File: src/plcg_pkg.sv
// shared types and constants of the color gradient unit
`default_nettype none
package plcg_pkg;

  localparam int FRAC_BITS  = 12;
  localparam int ONE        = 1 << FRAC_BITS;
  localparam int SAMPLE_W   = 16;
  localparam int POS_W      = 13;
  localparam int CH_W       = 8;
  localparam int COLOR_W    = 3 * CH_W;
  localparam int ACC_W      = CH_W + POS_W;
  localparam int DIV_STAGES = CH_W;
  localparam int SLOT_W     = 3;
  localparam int CNT_W      = 4;
  localparam int MODE_W     = 2;
  localparam int CFG_IDX_W  = 2;

  localparam logic [CFG_IDX_W-1:0] CFG_WRAP_MODE      = 2'd0;
  localparam logic [CFG_IDX_W-1:0] CFG_NODE_COUNT     = 2'd1;
  localparam logic [CFG_IDX_W-1:0] CFG_FALLBACK_COLOR = 2'd2;

  typedef enum logic [MODE_W-1:0] {
    WRAP_CLAMP    = 2'd0,
    WRAP_PERIODIC = 2'd1,
    WRAP_LIMITED  = 2'd2,
    WRAP_UNUSED   = 2'd3
  } wrap_e;

  typedef struct packed {
    logic                       kind;
    logic [SLOT_W-1:0]          node_slot;
    logic [POS_W-1:0]           node_pos;
    logic [CH_W-1:0]            node_red;
    logic [CH_W-1:0]            node_green;
    logic [CH_W-1:0]            node_blue;
    logic signed [SAMPLE_W-1:0] sample;
  } in_item_t;

  typedef struct packed {
    logic [CH_W-1:0] red;
    logic [CH_W-1:0] green;
    logic [CH_W-1:0] blue;
    logic            from_fallback;
  } out_item_t;

endpackage
`default_nettype wire

File: src/plcg_table.sv
// gradient node storage with parallel segment search and operand read ports
`default_nettype none
module plcg_table #(
  parameter int MAX_NODES = 8,
  parameter int IW = $clog2(MAX_NODES),
  parameter int NW = $clog2(MAX_NODES + 1)
) (
  input  wire                           clk_i,
  input  wire                           wr_en_i,
  input  wire  [IW-1:0]                 wr_idx_i,
  input  wire  [plcg_pkg::POS_W-1:0]    wr_pos_i,
  input  wire  [plcg_pkg::COLOR_W-1:0]  wr_color_i,
  input  wire  [plcg_pkg::POS_W-1:0]    t_i,
  input  wire  [NW-1:0]                 n_i,
  output logic                          found_o,
  output logic [IW-1:0]                 seg_o,
  output logic                          eq_o,
  input  wire  [IW-1:0]                 rd_l_i,
  input  wire  [IW-1:0]                 rd_r_i,
  output logic [plcg_pkg::POS_W-1:0]    pos_l_o,
  output logic [plcg_pkg::POS_W-1:0]    pos_r_o,
  output logic [plcg_pkg::COLOR_W-1:0]  color_l_o,
  output logic [plcg_pkg::COLOR_W-1:0]  color_r_o
);
  import plcg_pkg::*;

  logic [POS_W-1:0]   pos_q [MAX_NODES];
  logic [COLOR_W-1:0] color_q [MAX_NODES];

  always_ff @(posedge clk_i) begin
    if (wr_en_i) begin
      pos_q[wr_idx_i]   <= wr_pos_i;
      color_q[wr_idx_i] <= wr_color_i;
    end
  end

  // first enclosing segment wins
  always_comb begin
    found_o = 1'b0;
    seg_o   = '0;
    eq_o    = 1'b0;
    for (int i = MAX_NODES - 1; i >= 1; i--) begin
      if (i < int'(n_i) && pos_q[i-1] <= t_i && t_i <= pos_q[i]) begin
        found_o = 1'b1;
        seg_o   = IW'(i);
        eq_o    = (pos_q[i-1] == pos_q[i]);
      end
    end
  end

  assign pos_l_o   = pos_q[rd_l_i];
  assign pos_r_o   = pos_q[rd_r_i];
  assign color_l_o = color_q[rd_l_i];
  assign color_r_o = color_q[rd_r_i];

endmodule
`default_nettype wire

File: config.mk
export PLATFORM = sky130hd
export DESIGN_NAME = plcg_table
export DESIGN_NICKNAME = d
export VERILOG_FILES = /design/src/plcg_pkg.sv /design/src/plcg_table.sv
export SDC_FILE = /design/constraint.sdc
export NUM_CORES = 1
export LEC_CHECK = 0
export BUFFER_PORTS_ARGS = -buffer_cell sky130_fd_sc_hd__clkbuf_2
export CORE_MARGIN = 2
export CORE_UTILIZATION = 35
export DETAILED_ROUTE_END_ITERATION = 6
export PLACE_DENSITY = 0.58
export SYNTH_ARGS = -nofsm -noshare
export SYNTH_HDL_FRONTEND = slang
export SYNTH_SLANG_ARGS = --single-unit
File: constraint.sdc
create_clock -name clk_i -period 11.5 [get_ports clk_i]
set_input_delay 1.725 -clock clk_i [delete_from_list [all_inputs] [get_ports clk_i]]
set_output_delay 1.725 -clock clk_i [all_outputs]
set_load 0.02 [all_outputs]
---- Yosys cells after proc, flatten, opt, wreduce, memory -nomap -nowiden ----
Memory sizes are Yosys's and may differ from the RTL's.
Cells that the tools add are included.
W data, S select, Z words.
operators by class
  add/subtract/negate cells ............... 0
  $mul .................................... 0
  divide/modulo/power cells ............... 0
  $lt $le $gt $ge ......................... 21
  equal/unequal tests ..................... 7
  shift operators ......................... 0
  multiplexer cells ....................... 23
  bitwise gates (word level) .............. 0
  reduce and logical (&&, ||, !) cells .... 14
operators by type and width
  operator              number
  $le A13 B13 Y1        14
  $eq A13 B13 Y1        7
  $mux W3               7
  $lt A3 B4 Y1 const A  4
  $mux W1               16
  $logic_and A1 B1 Y1   14
  $lt A2 B4 Y1 const A  2
  $lt A1 B4 Y1 const A  1
storage, ports and cells
  register bits after elaboration ......... 0
  latch bits .............................. 0
  bits in writable memories ............... 296
  ROM bits ................................ 0
  output and inout port bits .............. 79
  logic and storage cells ................. 67
  memories kept ........................... 2
memory list
  memory   words  bits a word  read ports  clocked after memory_dff  wr ports  RTL line          RTL
  color_q  8      24           2           0                         1         plcg_table.sv:28  logic [COLOR_W-1:0] color_q [MAX_NODES];
  pos_q    8      13           10          0                         1         plcg_table.sv:27  logic [POS_W-1:0] pos_q [MAX_NODES];

---- Logic depth before layout (Yosys ltp) ----
  word-level depth ........................ 10
  gate-level depth with buffers ........... 10

---- Least setup slack after synthesis ----
Ideal clock, no wire load.
  path kind ............................... input -> output
  start point ............................. in t_i[0] (netlist bit)
  end point ............................... out eq_o
  data arrival time ....................... 3,763 ps
  data required time ...................... 9,775 ps
  slack ................................... 6,012 ps
  cell stages on the path ................. 10
  buffers on the path ..................... 0
  cells stage by stage .................... inv_1 -> ha_1 -> nand2b_1 -> a21oi_1 -> o21ai_0 -> a221oi_1 -> nor3_4 -> o41a_1 -> o311a_1 -> o22ai_1
between the ends
  word-level cells in the longest chain between the ends .. 10
  elaborated cells on any way between the ends .. 35
  classes of those cells .................. 14 x order compare; 7 x mux; 14 x reduce/logical
ends and longest elaborated chain
  what                              RTL line          RTL
  start: declaration                plcg_table.sv:13  input wire [plcg_pkg::POS_W-1:0] t_i,
  $le A13 B13 Y1                    plcg_table.sv:43  if (i < int'(n_i) && pos_q[i-1] <= t_i && t_i <= pos_q[i]) begin
  $logic_and A1 B1 Y1 (2 in a row)  plcg_table.sv:43
  $mux W1 (6 in a row)              plcg_table.sv:43
  $mux W1 (*)                       plcg_table.sv:43
  end: declaration                  plcg_table.sv:17  output logic eq_o,
Every way passes the cells marked *; elsewhere a longest branch is shown, timed or not.

---- Final worst setup path ----
  start point ............................. in t_i[8] (netlist bit)
  end point ............................... out eq_o
Same word-level chain as after synthesis.

==> tab_implementation.tex <==
\begin{tabular}{lr}
\hline
Metric & Value \\
\hline
\multicolumn{2}{l}{\textbf{Timing}} \\
Unrepaired setup endpoints after global routing & false \\
Tcrit/Tclk final & 53.99\% \\
Final-report hold violation count & 0 \\
TNS Setup & 0 ps \\
Count of endpoints failing setup in the final report & 0 \\
Post-layout min period & 6209 ps \\
Max transition margin & 20.54\% \\
Post-route worst setup slack & 5291 ps \\
Maximum operating frequency & 161.0 MHz \\
Transition time at the pin with the least slew margin & 1192 ps \\
Final-report max-slew violation count & 0 \\
\multicolumn{2}{l}{\textbf{Place}} \\
Placement-stage worst setup slack & 5371 ps \\
Number of buffers added on ports & 143 \\
Post-DP HPWL & 35.28 mm \\
Placed inst area & 0.01882 mm\^{}2 \\
Gpl congestion & 0.8901 \\
\multicolumn{2}{l}{\textbf{Final layout}} \\
Final design instance area without fill & 0.01989 mm\^{}2 \\
Number of fillers in the final layout & 4598 \\
Area occupied by multi-input gates & 0.007869 mm\^{}2 \\
Fraction of final layout cells sized beyond drive strength 1 & 34.70\% \\
Sequential standard cell area & 0.008889 mm\^{}2 \\
Relative area change from synthesis to final layout & 15.19\% \\
Net count of the finished layout & 1440 \\
\multicolumn{2}{l}{\textbf{Floorplanning}} \\
I/O pins & 144 \\
Vertical extent of the die & 226.1 um \\
Row count & 81 \\
Initial standard-cell utilization of the core & 35.34\% \\
Width of the chip & 226.1 um \\
Floorplan Core Area & 0.04885 mm\^{}2 \\
Area enclosed by the die boundary & 0.05112 mm\^{}2 \\
\multicolumn{2}{l}{\textbf{Worst hold path}} \\
Endpoint of the worst hold-timing path & pos\_q[2][5] \\
Startpoint of the worst hold path & wr\_pos\_i[5] \\
Class of the tightest hold or removal check & in2reg \\
Hold Path Depth & 1 \\
\multicolumn{2}{l}{\textbf{Clocking}} \\
Number of buffers created by CTS & 34 \\
PostCTS Resize Cnt & 0 \\
Worst-path clk slew & 60 ps \\
Postcts setup bufs & 0 \\
Clock tree from TritonCTS & yes \\
Total clock sinks & 296 \\
Cts-stage hold buffer count & 0 \\
CTS Root Cell & sky130\_fd\_sc\_hd\_\_clkbuf\_16 \\
Max clock buf depth & 3 \\
CTS H-Tree Depth & 2 \\
\multicolumn{2}{l}{\textbf{Synth}} \\
Most common flop cell mapped by yosys & sky130\_fd\_sc\_hd\_\_edfxtp\_1 \\
Instance count of the mapped netlist & 1118 \\
Synth warn & 0 \\
Total nets after synthesis & 1287 \\
Count of flip-flops with a built-in enable after synthesis & 296 \\
Top-count cell post-synth & sky130\_fd\_sc\_hd\_\_edfxtp\_1 \\
Average cell area after synthesis & 15.44 um\^{}2 \\
Share of Yosys cell area claimed by the top area cell type & 51.49\% \\
Most frequent cells after synthesis & 296 x sky130\_fd\_sc\_hd\_\_edfxtp\_1, 148 x sky130\_fd\_sc\_hd\_\_mux4\_2, 104 x sky130\_fd\_sc\_hd\_\_ha\_1, 104 x sky130\_fd\_sc\_hd\_\_inv\_1, 74 x sky130\_fd\_sc\_hd\_\_mux2\_2 \\
Largest area contributor in the synthesized netlist & sky130\_fd\_sc\_hd\_\_edfxtp\_1 \\
Sequential share of the synthesized area & 51.49\% \\
Share of async-settable or async-resettable flops after synthesis & 0\% \\
Syn Std Cell Area & 0.01726 mm\^{}2 \\
Post-synthesis cell type count & 57 \\
Synth top area cells & sky130\_fd\_sc\_hd\_\_edfxtp\_1 51\%, sky130\_fd\_sc\_hd\_\_mux4\_2 19\%, sky130\_fd\_sc\_hd\_\_ha\_1 7.5\%, sky130\_fd\_sc\_hd\_\_mux2\_2 4.8\%, sky130\_fd\_sc\_hd\_\_xor2\_1 2.3\% \\
Number of synthesized register bits & 296 \\
\multicolumn{2}{l}{\textbf{Route}} \\
Drt pass-1 iters & 4 \\
Final routed wirelength across all metal layers & 50.96 mm \\
Post-detailed-route via-to-cell ratio & 5.504 \\
Number of DRC violations after detailed-routing iteration 0 & 714 \\
DRC Markers & 0 \\
Antenna Nets Post-Route & 0 \\
Per-cell routed wire length & 26.01 um \\
Total number of vias & 10780 \\
\multicolumn{2}{l}{\textbf{Worst setup path}} \\
Most Frequent Cell on Critical Path & sky130\_fd\_sc\_hd\_\_o21ai\_0 \\
CP delay by family, top & compound AO/OA/AOI/OAI gates \\
Crit-path cells & clkbuf\_2 > ha\_1 > a2111oi\_0 > o21ai\_0 > o22ai\_1 > a21oi\_1 > o21ai\_0 > o21ai\_0 > o22ai\_1 > clkbuf\_2 \\
Delay of the slowest cell on the worst path & 580 ps \\
Worst EP required & 9780 ps \\
Crit. End Element & output port \\
Arr. time, crit path & 4480 ps \\
Type of origin of the critical path & primary input \\
Library cell contributing the largest single delay on the critical path & sky130\_fd\_sc\_hd\_\_o21ai\_0 \\
Crit path kind & in2out \\
Largest driver fanout on the critical path & 8 \\
Count of buffering cells on the critical path with inverters included & 2 \\
\multicolumn{2}{l}{\textbf{Pwr}} \\
Total chip power & 2685 uW \\
Power density normalized to cell area & 135.0 mW/mm\^{}2 \\
Worst VDD drop & 0.0001303 V \\
Static power due to leakage & 0.007251 uW \\
\multicolumn{2}{l}{\textbf{Run}} \\
Max\_cap viols & 0 \\
\multicolumn{2}{l}{\textbf{Global route}} \\
Antenna violations before repair & 2 \\
Number of global-route vias before repair & 11480 \\
Total congestion overflow & 0 \\
Wire length of the first global-routing pass & 73.71 mm \\
Maximum number of pins on one net before global-route repair & 54 \\
Overall fraction of global-route tracks in use & 20.00\% \\
\multicolumn{2}{l}{\textbf{Outcome}} \\
Result of the run & finished, final reports clean \\
\hline
\end{tabular}
routing by layer:
| metal | GRT usage [%] | up-vias | share of wire (%) |
|---|---|---|---|
| li1 | - | 4775 | - |
| met1 | 25.84 | 5609 | 42 |
| met2 | 33.33 | 320 | 49 |
| met3 | 4.489 | 77 | 6.2 |
| met4 | 6.664 | 2 | 3.0 |
| met5 | 0 | - | 0.026 |
cell families after synthesis:
| family | after synthesis | synth area share [%] |
|---|---|---|
| xor gates and xnor gates | 91 | 4.617 |
| DFF | 296 | 51.49 |
| muxes | 223 | 24.19 |
| and+or+nand+nor | 152 | 4.921 |
| adders and majority gates | 104 | 7.537 |
| buffers and inverters | 145 | 3.254 |
| AOI/OAI and AO/OA | 107 | 3.993 |
cell usage in the layout, fill, tap and decap left out, types with 8 or more instances in the layout:
cell and count:
sky130_fd_sc_hd__edfxtp_1 296, sky130_fd_sc_hd__o21ai_0 20, sky130_fd_sc_hd__ha_1 104, sky130_fd_sc_hd__a21oi_1 36, sky130_fd_sc_hd__mux4_2 148, sky130_fd_sc_hd__xnor2_1 45, sky130_fd_sc_hd__nand4_1 29, sky130_fd_sc_hd__nor4_1 17
sky130_fd_sc_hd__a21o_1 8, sky130_fd_sc_hd__buf_4 19, sky130_fd_sc_hd__nand2_1 23, sky130_fd_sc_hd__clkbuf_2 139, sky130_fd_sc_hd__nand3_1 15, sky130_fd_sc_hd__inv_1 104, sky130_fd_sc_hd__mux2_2 74, sky130_fd_sc_hd__nor2_1 22
sky130_fd_sc_hd__clkbuf_16 35, sky130_fd_sc_hd__nand2b_1 9, sky130_fd_sc_hd__xor2_1 46
where the power goes:
group          internal, uW  switching [uW]
Clock                   624             415
Sequential             1230            30.9
Combinational           166             223
worst max path at each step:
stage | start | endpoint | cells after the start
2_1_floorplan | t_i[0] | eq_o | 10
3_3_place_gp | t_i[8] | eq_o | 10
3_5_place_dp | t_i[8] | eq_o | 10
4_1_cts | t_i[8] | eq_o | 10
5_1_grt | t_i[8] | eq_o | 10
6_report | t_i[8] | eq_o | 10
per-stage QoR:
stage / cells / util [%] / hold slack (ps)
floorplan: 1118 / - / 1824
global placement: 1899 / 38.52 / 2002
detailed placement: 1899 / 38.52 / 1997
CTS: 1958 / 40.70 / 1452
global route: 1959 / 40.71 / 1481
finish: 1959 / 40.71 / 1482
cell type report:
type	count	share of cell area, %
Sequential cell	296	44.70
Multi-Input combinational cell	677	39.57
Clock buffer	41	4.517
Timing Repair Buffer	158	4.215
Tap cell	664	4.178
Inverter	104	1.963
Clock inverter	18	0.8494
Antenna cell	1	0.01258
registers in the layout, summed over array words and instances, names as in the netlist:
name     cells
color_q    192
pos_q      104
Power figures use the tool's default switching activity.
