--- config.mk ---
export PLATFORM = sky130hd
export DESIGN_NAME = plcg_div
export DESIGN_NICKNAME = d
export VERILOG_FILES = /design/src/plcg_pkg.sv /design/src/plcg_div.sv
export SDC_FILE = /design/constraint.sdc
export NUM_CORES = 1
export LEC_CHECK = 0
export BUFFER_PORTS_ARGS = -buffer_cell sky130_fd_sc_hd__buf_4
export CAP_MARGIN = 20
export CORE_AREA = 10 10 187 206
export CTS_CLUSTER_DIAMETER = 30
export DETAILED_ROUTE_END_ITERATION = 10
export DIE_AREA = 0 0 197 216
export HOLD_SLACK_MARGIN = 0.08
export SLEW_MARGIN = 20
export SYNTH_ARGS = -nofsm -noshare
export SYNTH_HDL_FRONTEND = slang
export SYNTH_SLANG_ARGS = --single-unit
--- constraint.sdc ---
create_clock -name clk_i -period 7.8 [get_ports clk_i]
set_input_delay 0.78 -clock clk_i [delete_from_list [all_inputs] [get_ports clk_i]]
set_output_delay 0.78 -clock clk_i [all_outputs]
set_load 0.01 [all_outputs]
--- src/plcg_pkg.sv ---
// shared types and constants of the color gradient unit
`default_nettype none
package plcg_pkg;

  localparam int FRAC_BITS  = 12;
  localparam int ONE        = 1 << FRAC_BITS;
  localparam int SAMPLE_W   = 16;
  localparam int POS_W      = 13;
  localparam int CH_W       = 8;
  localparam int COLOR_W    = 3 * CH_W;
  localparam int ACC_W      = CH_W + POS_W;
  localparam int DIV_STAGES = CH_W;
  localparam int SLOT_W     = 3;
  localparam int CNT_W      = 4;
  localparam int MODE_W     = 2;
  localparam int CFG_IDX_W  = 2;

  localparam logic [CFG_IDX_W-1:0] CFG_WRAP_MODE      = 2'd0;
  localparam logic [CFG_IDX_W-1:0] CFG_NODE_COUNT     = 2'd1;
  localparam logic [CFG_IDX_W-1:0] CFG_FALLBACK_COLOR = 2'd2;

  typedef enum logic [MODE_W-1:0] {
    WRAP_CLAMP    = 2'd0,
    WRAP_PERIODIC = 2'd1,
    WRAP_LIMITED  = 2'd2,
    WRAP_UNUSED   = 2'd3
  } wrap_e;

  typedef struct packed {
    logic                       kind;
    logic [SLOT_W-1:0]          node_slot;
    logic [POS_W-1:0]           node_pos;
    logic [CH_W-1:0]            node_red;
    logic [CH_W-1:0]            node_green;
    logic [CH_W-1:0]            node_blue;
    logic signed [SAMPLE_W-1:0] sample;
  } in_item_t;

  typedef struct packed {
    logic [CH_W-1:0] red;
    logic [CH_W-1:0] green;
    logic [CH_W-1:0] blue;
    logic            from_fallback;
  } out_item_t;

endpackage
`default_nettype wire

--- src/plcg_div.sv ---
// pipelined restoring divider, one quotient bit per stage
`default_nettype none
module plcg_div (
  input  wire                         clk_i,
  input  wire                         en_i,
  input  wire  [plcg_pkg::ACC_W-1:0]  num_i,
  input  wire  [plcg_pkg::POS_W-1:0]  den_i,
  output logic [plcg_pkg::CH_W-1:0]   quo_o
);
  import plcg_pkg::*;

  logic [ACC_W-1:0] rem_q [DIV_STAGES];
  logic [POS_W-1:0] den_q [DIV_STAGES];
  logic [CH_W-1:0]  quo_q [DIV_STAGES];

  for (genvar s = 0; s < DIV_STAGES; s++) begin : g_stage
    logic [ACC_W-1:0] rem_in;
    logic [POS_W-1:0] den_in;
    logic [CH_W-1:0]  quo_in;
    logic [ACC_W-1:0] trial;

    if (s == 0) begin : g_first
      assign rem_in = num_i;
      assign den_in = den_i;
      assign quo_in = '0;
    end else begin : g_next
      assign rem_in = rem_q[s-1];
      assign den_in = den_q[s-1];
      assign quo_in = quo_q[s-1];
    end

    assign trial = ACC_W'(den_in) << (DIV_STAGES - 1 - s);

    always_ff @(posedge clk_i) begin
      if (en_i) begin
        den_q[s] <= den_in;
        if (rem_in >= trial) begin
          rem_q[s] <= rem_in - trial;
          quo_q[s] <= quo_in | (CH_W'(1) << (DIV_STAGES - 1 - s));
        end else begin
          rem_q[s] <= rem_in;
          quo_q[s] <= quo_in;
        end
      end
    end
  end

  assign quo_o = quo_q[DIV_STAGES-1];

endmodule
`default_nettype wire

* After elaboration in Yosys (flattened, before gate mapping) *
Memories as Yosys holds them, arrays and structs flattened.
Index checks and enable logic that the tools add are counted.
W data, S select, Z words.

cells by class
  muxes and demuxes = 66
  $lt $le $gt $ge = 8
  add/sub/neg operators = 8
  bitwise operators = 16

operators with widths
  operator          count
  $mux W21          8
  $mux W8           8
  $mux W1           50
  $ge A21 B13 Y1    1
  $ge A21 B14 Y1    1
  $ge A21 B15 Y1    1
  $ge A21 B16 Y1    1
  $ge A21 B17 Y1    1
  $ge A21 B18 Y1    1
  $ge A21 B19 Y1    1
  $ge A21 B20 Y1    1
  $sub A21 B13 Y21  1
  $sub A21 B14 Y21  1
  $sub A21 B15 Y21  1
  $sub A21 B16 Y21  1
  $sub A21 B17 Y21  1
  $sub A21 B18 Y21  1
  $sub A21 B19 Y21  1
  $sub A21 B20 Y21  1
  $or A1 B1 Y1      16

word-level totals
  RAM bits = 336
  memories = 3
  logic and storage cells = 101
  output and inout port bits = 8
  flip-flop bits (word level) = 0

memories
  name   words  width  rd ports  clocked after memory_dff  write ports  line            text
  rem_q  8      21     7         0                         8            plcg_div.sv:12  logic [ACC_W-1:0] rem_q [DIV_STAGES];
  den_q  8      13     7         0                         8            plcg_div.sv:13  logic [POS_W-1:0] den_q [DIV_STAGES];
  quo_q  8      8      8         0                         8            plcg_div.sv:14  logic [CH_W-1:0] quo_q [DIV_STAGES];

* Depth between registers and ports, before layout *
Gate-level depths: netlist (run 1).
An unclocked memory read counts as a cell.

  depth in word-level cells = 6
  depth in mapped cells = 11

* Worst setup path before layout (run 1) *
OpenSTA, ideal clock, no wires.

  path kind = input to register
  from = input num_i[7] (netlist name)
  to = memory rem_q[0][12] (netlist name), data pin
  setup slack = 4.569 ns
  arrival = 2.969 ns
  path buffers = 1
  cell stages on the path = 10
  setup time = 0.262 ns
  path through = inv_1 ha_1 inv_1 fa_1 a211o_1 a21oi_1 o211ai_1 a2111o_1 buf_1 mux2_1

RTL lines
  element             line            text
  start: declaration  plcg_div.sv:6   input wire [plcg_pkg::ACC_W-1:0] num_i,
  end: declaration    plcg_div.sv:12

==> results of run 1 <==
==> layout make-up <==
class / count / area, µm² / area share
inverter: 140 / 525.5 / 0.02872
clock inverter: 39 / 450.4 / 0.02462
tap: 438 / 548.0 / 0.02995
clock buffer: 82 / 1839 / 0.1005
timing repair buffer: 47 / 364.1 / 0.01990
sequential: 274 / 8228 / 0.4497
multi-input combinational: 863 / 6342 / 0.3466
==> worst reg2reg max path, stage by stage, from the launching register on <==
cell and delay (ns):
edfxtp_1 0.39, inv_1 0.07, ha_1 0.16, inv_1 0.06, fa_1 0.42, a211oi_1 0.28
o21bai_1 0.12, a21oi_1 0.62, o221ai_4 0.46, mux2_1 0.44
==> flip-flops by register name, indices dropped and copies added (netlist names) <==
name   cells
rem_q    147
den_q     91
quo_q     36
==> cells by family after synthesis <==
group	Yosys count	synth area share
AOI/OAI and AO/OA	311	0.1337
and+or+nand+nor	311	0.1044
DFF	274	0.5407
buffers and inverters	174	0.04416
adders and majority gates	111	0.09473
xor gates and xnor gates	80	0.04605
muxes	50	0.03626
==> placed cells by master (no fill, tap or decap), types with 10 or more instances in the layout <==
cell type	synthesis	routed
nor2_1	96	96
inv_1	138	138
or3_1	13	13
nor4_1	13	13
nor2b_1	13	13
nor3_1	25	25
a211oi_1	13	13
mux2_1	22	22
nand4_1	14	14
nand3_1	19	19
o21ai_0	43	43
a21oi_1	110	110
buf_4	1	45
a21o_1	19	19
xnor2_1	49	49
ha_1	104	104
nand2b_1	12	12
nand2_1	53	53
o31ai_1	15	15
clkbuf_1	20	10
o21a_1	22	22
edfxtp_1	274	274
mux2_2	19	19
clkbuf_16	0	72
xor2_1	31	31
==> worst max path at each step <==
| stage | endpoint | slack (ns) | start |
|---|---|---|---|
| finish | rem_q[2][13] | 4.51 | rem_q[1][5] |
| global route | rem_q[5][10] | 4.34 | rem_q[4][5] |
| CTS | rem_q[2][13] | 4.41 | rem_q[1][5] |
| detailed placement | rem_q[2][13] | 4.09 | en_i |
| global placement | rem_q[0][17] | 4.15 | num_i[7] |
| floorplan | rem_q[0][12] | 4.57 | num_i[7] |
==> routing by layer <==
| metal | share of wire | wire length [µm] |
|---|---|---|
| met1 | 0.37 | 11980 |
| met2 | 0.54 | 17350 |
| met3 | 0.036 | 1143 |
| met4 | 0.052 | 1684 |
| met5 | 0 | 0 |
==> metrics by stage <==
| step | hold slack, ns | setup slack, ns | cells | total power [µW] |
|---|---|---|---|---|
| 2_1_floorplan | 0.4003 | 4.569 | 1311 | 3546 |
| 5_1_grt | 0.3800 | 4.344 | 1883 | 7128 |
| 6_report | 0.4073 | 4.506 | 1883 | 6744 |
| 3_5_place_dp | 0.4045 | 4.089 | 1761 | 3972 |
| 3_3_place_gp | 0.4024 | 4.154 | 1761 | 3956 |
| 4_1_cts | 0.3757 | 4.412 | 1882 | 6790 |
==> power groups by stage <==
stage          logic (µW)  clock network, µW  registers, µW
3_3_place_gp         1740                  0           2220
5_1_grt              2000               2900           2230
4_1_cts              1770               2820           2200
6_report             1780               2760           2200
3_5_place_dp         1750                  0           2220
2_1_floorplan        1390                  0           2150
==> reports/results.ini, run 1 <==
[global_routing]
grt_use_total=0.1533
grt_pass1_vias=10990
grt-ovfl-total=0
met2_usage=0.2916
grt_max_degree=99
grt_pass1_wl_um=52790
antenna_found_initial=0
top_usage_layer=met2
grtUsageMet3=0.03377
met1_usage=0.1440

[power]
vdd_drop_max_mv=0.1572
p_int_uw=4751
p_seq_frac=0.326
p_comb_frac=0.265
leakagePower_uw=0.007270
p_switching_uw=1993
p_clk_frac=0.410
swShare=0.2955
power_density_nw_per_um2=368.6

[cts]
cts_max_level=3
cts_root_buffer=clkbuf_16
clk_latency_ns=0.56
cts_buffers=69
cts_sinks=274
cts_tree=done
cts.clk_slew.worst_paths_ns=0.05
post-cts-setup-buffers=0
cts_resized=0
cts.path.max_buffers=3
hold_buffers=0

[critical_path]
path_depth=9
worstPathRequired_ns=8.09
critPathCaptureType=flop
reg2reg_depth=9
slowest_stage=a21oi_1
path_max_fanout=23
crit_type=flop to flop
max_stage_delay_ns=0.62
crit_family=compound AO/OA/AOI/OAI gates
arrival_ns=3.58
path_cells=inv_1 -> ha_1 -> inv_1 -> fa_1 -> a211oi_1 -> o21bai_1 -> a21oi_1 -> o221ai_4 -> mux2_1
r2r-start=rem_q[1][5]
startpoint_type=flop
r2r-end=rem_q[2][13]
r2r_slack_ns=4.51
cp_num_buf_inv=2
cp_common_cell=inv_1

[cells_and_area]
syn2layout_area_growth_pct=20.25
fin_area_um2=18300
fillers=2959
drive_above_1_share=0.1308
final_util=0.5364
insertedDiodeCount=0
layout.nets=1542

[synthesis]
yosysMostFrequentCell=edfxtp_1
synthCells=1311
ys_warn_count=0
avgSynthCellArea_um2=11.61
syn-num-nets=1458
synthDistinctLibCells=78
ys.flop_type=edfxtp_1
synth_top_area_cell=edfxtp_1
synthArstFlopShare=0
synth-seq-cells=274
synthTopCellsByCount=274 x edfxtp_1, 138 x inv_1, 110 x a21oi_1
synth.area.top_cells=edfxtp_1 54%, ha_1 8.6%, a21oi_1 3.6%
syn-cell-area_um2=15220
synth_enable_flop_cells=274
yosysTopAreaCellShare=0.5407
yosysSeqAreaShare=0.5407

[routing]
vias=10160
drtAntennaViolNets=0
via_per_inst=5.396
totalWireLength_um=32150
drtIter0Drc=365
wire_per_inst_um=17.07
drc=0
dr.pass1.iters=5

[floorplanning]
die-area_um2=42550
core_um2=34110
initial_core_util=0.4460
num_rows=71
ioPinCount=44
die_x_um=197
fp.dieH_um=216

[timing]
fmax_mhz=303.6
setup-tns-final_ns=0
slew_headroom=0.2977
hold_viol=0
rsz0062_at_grt=no
period_needed_ns=3.294
fin_skew_ns=0.02871
min_period_over_period=0.4223
setup_viol=0
slew_viol_final=0
tightestPinTransition_ns=1.050

[run]
cap_violations=0

[status]
status=finished, final reports clean

[min_path]
min_to=rem_q[0][5]
min-delay-start=num_i[5]
hold_class=input pin to flop
whs_path_depth=1

[placed_design]
io_buffers=43
gp_congestion=0.9207
place_hpwl_um=23710
dpl-instance-area_um2=15990

Power figures use the tool's default switching activity.
==> inputs of run 2 (changes only) <==
- clock period: 7.8 -> 3 ns (I/O delays scaled with it)
==> run 2 against run 1 <==
- global-route usage fell by 0.66 points
- wire length is 2.8% lower
- setup slack got worse by 4.4 ns
- highest routed layer unchanged
- final area increased by 2.7%
- critical endpoint is now rem_q[0][17]
- critical path type is now input pin to flop
- via count up 2.6%
- total power rose to 2.6 times the previous value
- first-iteration DRC count up 23%
==> reports/results.ini, run 2 (synthesized netlist as in run 1, its figures left out) <==
[status]
status=finished, final reports clean

[run]
cap_violations=0  ; unchanged

[cts]
cts_root_buffer=clkbuf_16
cts_max_level=2  ; -1
cts_buffers=58  ; -16%
cts.clk_slew.worst_paths_ns=0.04  ; about the same
clk_latency_ns=0.57  ; about the same
cts_sinks=274  ; unchanged
cts.path.max_buffers=3  ; unchanged
cts_tree=done

[global_routing]
grt-ovfl-total=0  ; unchanged
grt_max_degree=157  ; +59%
grt_pass1_vias=10880  ; -1.0%
grt_use_total=0.1466  ; -0.006641
grt_pass1_wl_um=51160  ; -3.1%
antenna_found_initial=0  ; unchanged

[timing]
min_period_over_period=0.9595
hold_viol=0  ; unchanged
slew_viol_final=0  ; unchanged
fmax_mhz=347.4
rsz0062_at_grt=no
period_needed_ns=2.878
slew_headroom=0.4215  ; +0.1238
fin_skew_ns=0.02109  ; -0.007621 ns
tightestPinTransition_ns=0.8678  ; -0.1825 ns
setup_viol=0  ; unchanged

[power]
leakagePower_uw=0.007529  ; +3.6%
power_density_nw_per_um2=921.0  ; +150%
finalPower_uw=17310  ; +160%
vdd_drop_max_mv=0.6057  ; +290%

[floorplanning]
initial_core_util=0.4460  ; unchanged
num_rows=71  ; unchanged
die-area_um2=42550  ; unchanged
die_x_um=197  ; unchanged
fp.dieH_um=216  ; unchanged
core_um2=34110  ; unchanged
ioPinCount=44  ; unchanged

[critical_path]
critPathCaptureType=flop
worstSetupStartpoint=num_i[7]
crit_family=compound AO/OA/AOI/OAI gates
r2r-end=rem_q[6][18]
path_max_fanout=11  ; -52%
slowest_stage=a2111o_2
cp_common_cell=inv_1
r2r_slack_ns=0.16  ; -4.35 ns
startpoint_type=input pin
arrival_ns=3.18  ; -0.40 ns
max_stage_delay_ns=0.57  ; -0.05 ns
r2r-start=den_q[5][12]
reg2reg_depth=8  ; -1
worstPathRequired_ns=3.30  ; -4.79 ns
path_cells=dlygate4sd3_1 -> buf_4 -> inv_1 -> ha_1 -> inv_1 -> fa_1 -> a211o_1 -> a21oi_1 -> o211ai_1 -> a2111o_2 -> mux2_1
cp_num_buf_inv=4  ; +2
crit_type=input pin to flop

[cells_and_area]
most-common-layout-cells=274 x edfxtp_1, 138 x inv_1, 109 x a21oi_1, 104 x ha_1, 96 x nor2_1
regMostFlops=rem_q
layout.nets=1600  ; +3.8%
largest_reg_flops=147  ; unchanged
drive_above_1_share=0.1471  ; +0.01634
final_util=0.5510  ; +0.01463
mostFrequentLayoutCell=edfxtp_1
syn2layout_area_growth_pct=23.53
top_regs=rem_q: 147 flops, den_q: 91 flops, quo_q: 36 flops
fillers=2898  ; -2.1%
insertedDiodeCount=0  ; unchanged

[routing]
dr.pass1.iters=5  ; unchanged
drtAntennaViolNets=0  ; unchanged
vias=10430  ; +2.6%
drc=0  ; unchanged
drtIter0Drc=450  ; +23%
via_per_inst=5.374  ; -0.41%
wire_per_inst_um=16.11  ; -5.7%
totalWireLength_um=31250  ; -2.8%

[min_path]
whs_path_depth=3  ; +2
min-delay-start=num_i[18]
hold_class=input pin to flop
min_to=rem_q[0][18]

[placed_design]
place_hpwl_um=22820  ; -3.7%
gp_congestion=1.011  ; +9.8%
io_buffers=43  ; unchanged

==> run 2: cell types whose count changed in the layout (fill, tap and decap cells not counted), sizes merged <==
cell         before  now
dlygate4sd3       0   33
clkbuf           82   66
bufinv            8   15
clkinvlp          8    1
clkinv           19   25
buf              47   83
inv             144  142
==> run 2: through the flow <==
stage | setup WS [ns] | hold slack [ns] | area [µm²] | setup TNS [ns] | instances
floorplan | 0.2489 | 0.3989 | 15220 | 0 | 1311
global placement | 0.04074 | 0.4056 | 16250 | 0 | 1793
detailed placement | -0.01325 | 0.4045 | 16250 | -0.01556 | 1793
CTS | 0.01987 | 0.09090 | 18700 | 0 | 1935
global route | 0.0004272 | 0.1186 | 18800 | 0 | 1940
finish | 0.1216 | 0.1091 | 18800 | 0 | 1940
==> run 2: timing repair <==
| item | in CTS | in global routing |
|---|---|---|
| buffers inserted | 0 | 5 |
| hold buffers | 33 | 0 |
| setup endpoints to repair | 0 | 28 |
| endpoints found under the hold margin | 42 | 0 |
| gates resized for setup | 0 | 8 |
==> run 2: worst max-delay path by stage <==
stage | end | cells after the start | slack, ns
after CTS | rem_q[0][18] | 13 | 0.02
final | rem_q[0][17] | 11 | 0.12
after global placement | rem_q[0][8] | 10 | 0.04
after detailed placement | rem_q[0][18] | 12 | -0.01
after floorplan | rem_q[0][12] | 10 | 0.25
after global routing | rem_q[0][18] | 13 | 0.0004
==> run 2: tightest hold or removal path: cells and delay by family <==
kind	cells	cell delay, ns
and+or+nand+nor	1	0.04
buffers and inverters	1	0.09
AOI/OAI and AO/OA	1	0.11
==> run 2: report_power, final <==
part           switching [µW]  total [µW]  internal, µW
Sequential                422        5700          5270
Clock                    1960        6810          4850
Combinational            2620        4810          2190
Total                    5000       17300         12300
==> run 2: per-layer routing <==
layer / vias up / wire (µm) / track usage
li1: 5179 / - / -
met4: 0 / 1673 / 0.09210
met3: 102 / 1233 / 0.02911
met2: 263 / 16910 / 0.2798
met1: 4882 / 11430 / 0.1397
met5: - / 0 / 0
==> run 2: area by class of cell <==
class	count	area, µm²	area share
sequential	274	8228	0.4377
multi-input combinational	863	6376	0.3392
clock buffer	66	1503	0.07994
timing repair buffer	116	998.5	0.05312
clock inverter	43	618.1	0.03288
tap	438	548.0	0.02916
inverter	140	525.5	0.02796
==> inputs of run 3 (changes only) <==
--- a/config.mk
+++ b/config.mk
@@ -13,4 +13,5 @@
 export DIE_AREA = 0 0 197 216
 export HOLD_SLACK_MARGIN = 0.08
+export PLACE_DENSITY_LB_ADDON = 0.2
 export SLEW_MARGIN = 20
 export SYNTH_ARGS = -nofsm -noshare
==> constraint.sdc (replaced) <==
create_clock -name clk_i -period 3 [get_ports clk_i]
set_input_delay 0.45 -clock clk_i [delete_from_list [all_inputs] [get_ports clk_i]]
set_output_delay 0.45 -clock clk_i [all_outputs]
set_load 0.01 [all_outputs]
==> run 3 against run 2 <==
- combinational power about the same
- global-route usage is 0.60 points higher
- clock power fell by 6.5%
- worst hold slack better by 0.064 ns
- setup slack got worse by 0.017 ns
- total power shrank 2.4%
- largest cell class unchanged
==> reports/results.ini, run 3 (synthesized netlist as in run 1, its figures left out) <==
[timing]
period_needed_ns=2.896  ; +0.01727 ns
slew_headroom=0.4480  ; +0.02649
rsz0062_at_grt=no
tightestPinTransition_ns=0.8210  ; -0.04675 ns
fin_skew_ns=0.02267  ; +0.001584 ns
fmax_mhz=345.3  ; -0.60%
setup_viol=0  ; unchanged
hold_viol=0  ; unchanged
slew_viol_final=0  ; unchanged
min_period_over_period=0.9652  ; +0.005758

[cells_and_area]
mostFrequentLayoutCell=edfxtp_1
most-common-layout-cells=274 x edfxtp_1, 138 x inv_1, 109 x a21oi_1, 104 x ha_1, 96 x nor2_1
top_regs=rem_q: 147 flops, den_q: 91 flops, quo_q: 36 flops
syn2layout_area_growth_pct=21.96
regMostFlops=rem_q
insertedDiodeCount=0  ; unchanged
layout.nets=1591  ; -0.56%
drive_above_1_share=0.1514  ; +0.004236
largest_reg_flops=147  ; unchanged
final_util=0.5440  ; -0.007043
fin_area_um2=18560  ; -1.3%

[critical_path]
critPathCaptureType=flop
startpoint_type=input pin
worstPathRequired_ns=3.33  ; +0.03 ns
path_max_fanout=12  ; +1
arrival_ns=3.22  ; +0.04 ns
crit_type=input pin to flop

[routing]
drtAntennaViolNets=0  ; unchanged
via_per_inst=5.334  ; -0.75%
vias=10300  ; -1.2%
dr.pass1.iters=4  ; -1
drc=0  ; unchanged
totalWireLength_um=32120  ; +2.8%
drtIter0Drc=304  ; -32%
wire_per_inst_um=16.63  ; +3.3%

[floorplanning]
die_x_um=197  ; unchanged
core_um2=34110  ; unchanged
ioPinCount=44  ; unchanged
die-area_um2=42550  ; unchanged
fp.dieH_um=216  ; unchanged
initial_core_util=0.4460  ; unchanged
num_rows=71  ; unchanged

[power]
vdd_drop_max_mv=0.5629  ; -7.1%
power_density_nw_per_um2=910.5  ; -1.1%
leakagePower_uw=0.007425  ; -1.4%

[global_routing]
grt_pass1_vias=11040  ; +1.5%
met2_usage=0.2979  ; +0.01811
grt_max_degree=69  ; -56%
grtUsageMet3=0.02770  ; -0.001401
top_usage_layer=met2
grt_use_total=0.1526  ; +0.005970
met1_usage=0.1441  ; +0.004453
antenna_found_initial=0  ; unchanged
grt_pass1_wl_um=52720  ; +3.0%
grt-ovfl-total=0  ; unchanged

[status]
status=finished, final reports clean

[cts]
cts_tree=done
cts_buffers=59  ; +1.7%
cts.path.max_buffers=3  ; unchanged
cts_max_level=2  ; unchanged
cts.clk_slew.worst_paths_ns=0.05  ; about the same
clk_latency_ns=0.58  ; about the same
cts_sinks=274  ; unchanged
cts_root_buffer=clkbuf_16

[run]
cap_violations=0  ; unchanged

[placed_design]
dpl-instance-area_um2=16320  ; +0.40%
place_hpwl_um=24450  ; +7.1%
io_buffers=43  ; unchanged
gp_congestion=0.9204  ; -9.0%

[min_path]
hold_class=input pin to flop

run 3: cell count changes in the layout (fill, tap and decap cells not counted), sizes merged:
cell / change
clkinv: -2
inv: +5
buf: +3
dlygate4sd3: -13
bufinv: -8
clkinvlp: +6
run 3: path summary, 6_finish.rpt:
check                                   from            to  slack [ns]  cells past startpoint
worst min-delay path               num_i[10]  rem_q[0][10]        0.17                      2
worst max register to register  rem_q[5][13]  rem_q[6][20]        0.14                      7
worst max-delay path                den_i[0]   rem_q[0][8]        0.10                     11
worst min register to register  quo_q[1][20]  quo_q[1][28]        0.41                      0
run 3: where the power goes:
group	internal, µW	leakage (µW)	total, µW	switching, µW
clock network	4270	0.000968	6370	2100
logic	2200	0.00381	4830	2630
registers	5270	0.00265	5690	421
run 3: cell type report:
type	count	area, µm²
Fill cell	2895	15560
Sequential cell	274	8228
Multi-Input combinational cell	863	6350
Clock buffer	66	1524
Timing Repair Buffer	106	890.9
Tap cell	438	548.0
Inverter	140	525.5
Clock inverter	44	490.5
run 3: worst max-delay path, cell delays in order:
cell,delay [ns]
dlygate4sd3_1,0.54
buf_4,0.11
ha_1,0.15
inv_1,0.05
fa_1,0.39
a211o_1,0.32
a21oi_2,0.18
o211ai_1,0.10
a2111o_1,0.41
buf_4,0.19
mux2_1,0.32
run 3: metal layers:
metal	up-vias	share of wire
met5	-	0
met4	0	0.050
met3	94	0.032
met2	173	0.55
met1	4877	0.36
li1	5156	-
run 3: metrics by stage:
step / TNS (ns) / hold slack (ns) / worst slack [ns] / power [µW] / cells
floorplan: 0 / 0.4003 / 0.09886 / 9219 / 1311
global placement: -0.1837 / 0.4010 / -0.03030 / 10460 / 1800
detailed placement: -0.3188 / 0.4045 / -0.04615 / 10490 / 1800
CTS: 0 / 0.1402 / 0.05240 / 16980 / 1930
global route: 0 / 0.1644 / 0.002061 / 17910 / 1931
finish: 0 / 0.1733 / 0.1044 / 16900 / 1931
run 3: what timing repair did:
item	4_1_cts	5_1_grt
gates resized for setup	0	4
hold buffers	20	0
hold endpoints to repair	20	0
setup endpoints to repair	0	18
setup buffers	0	1
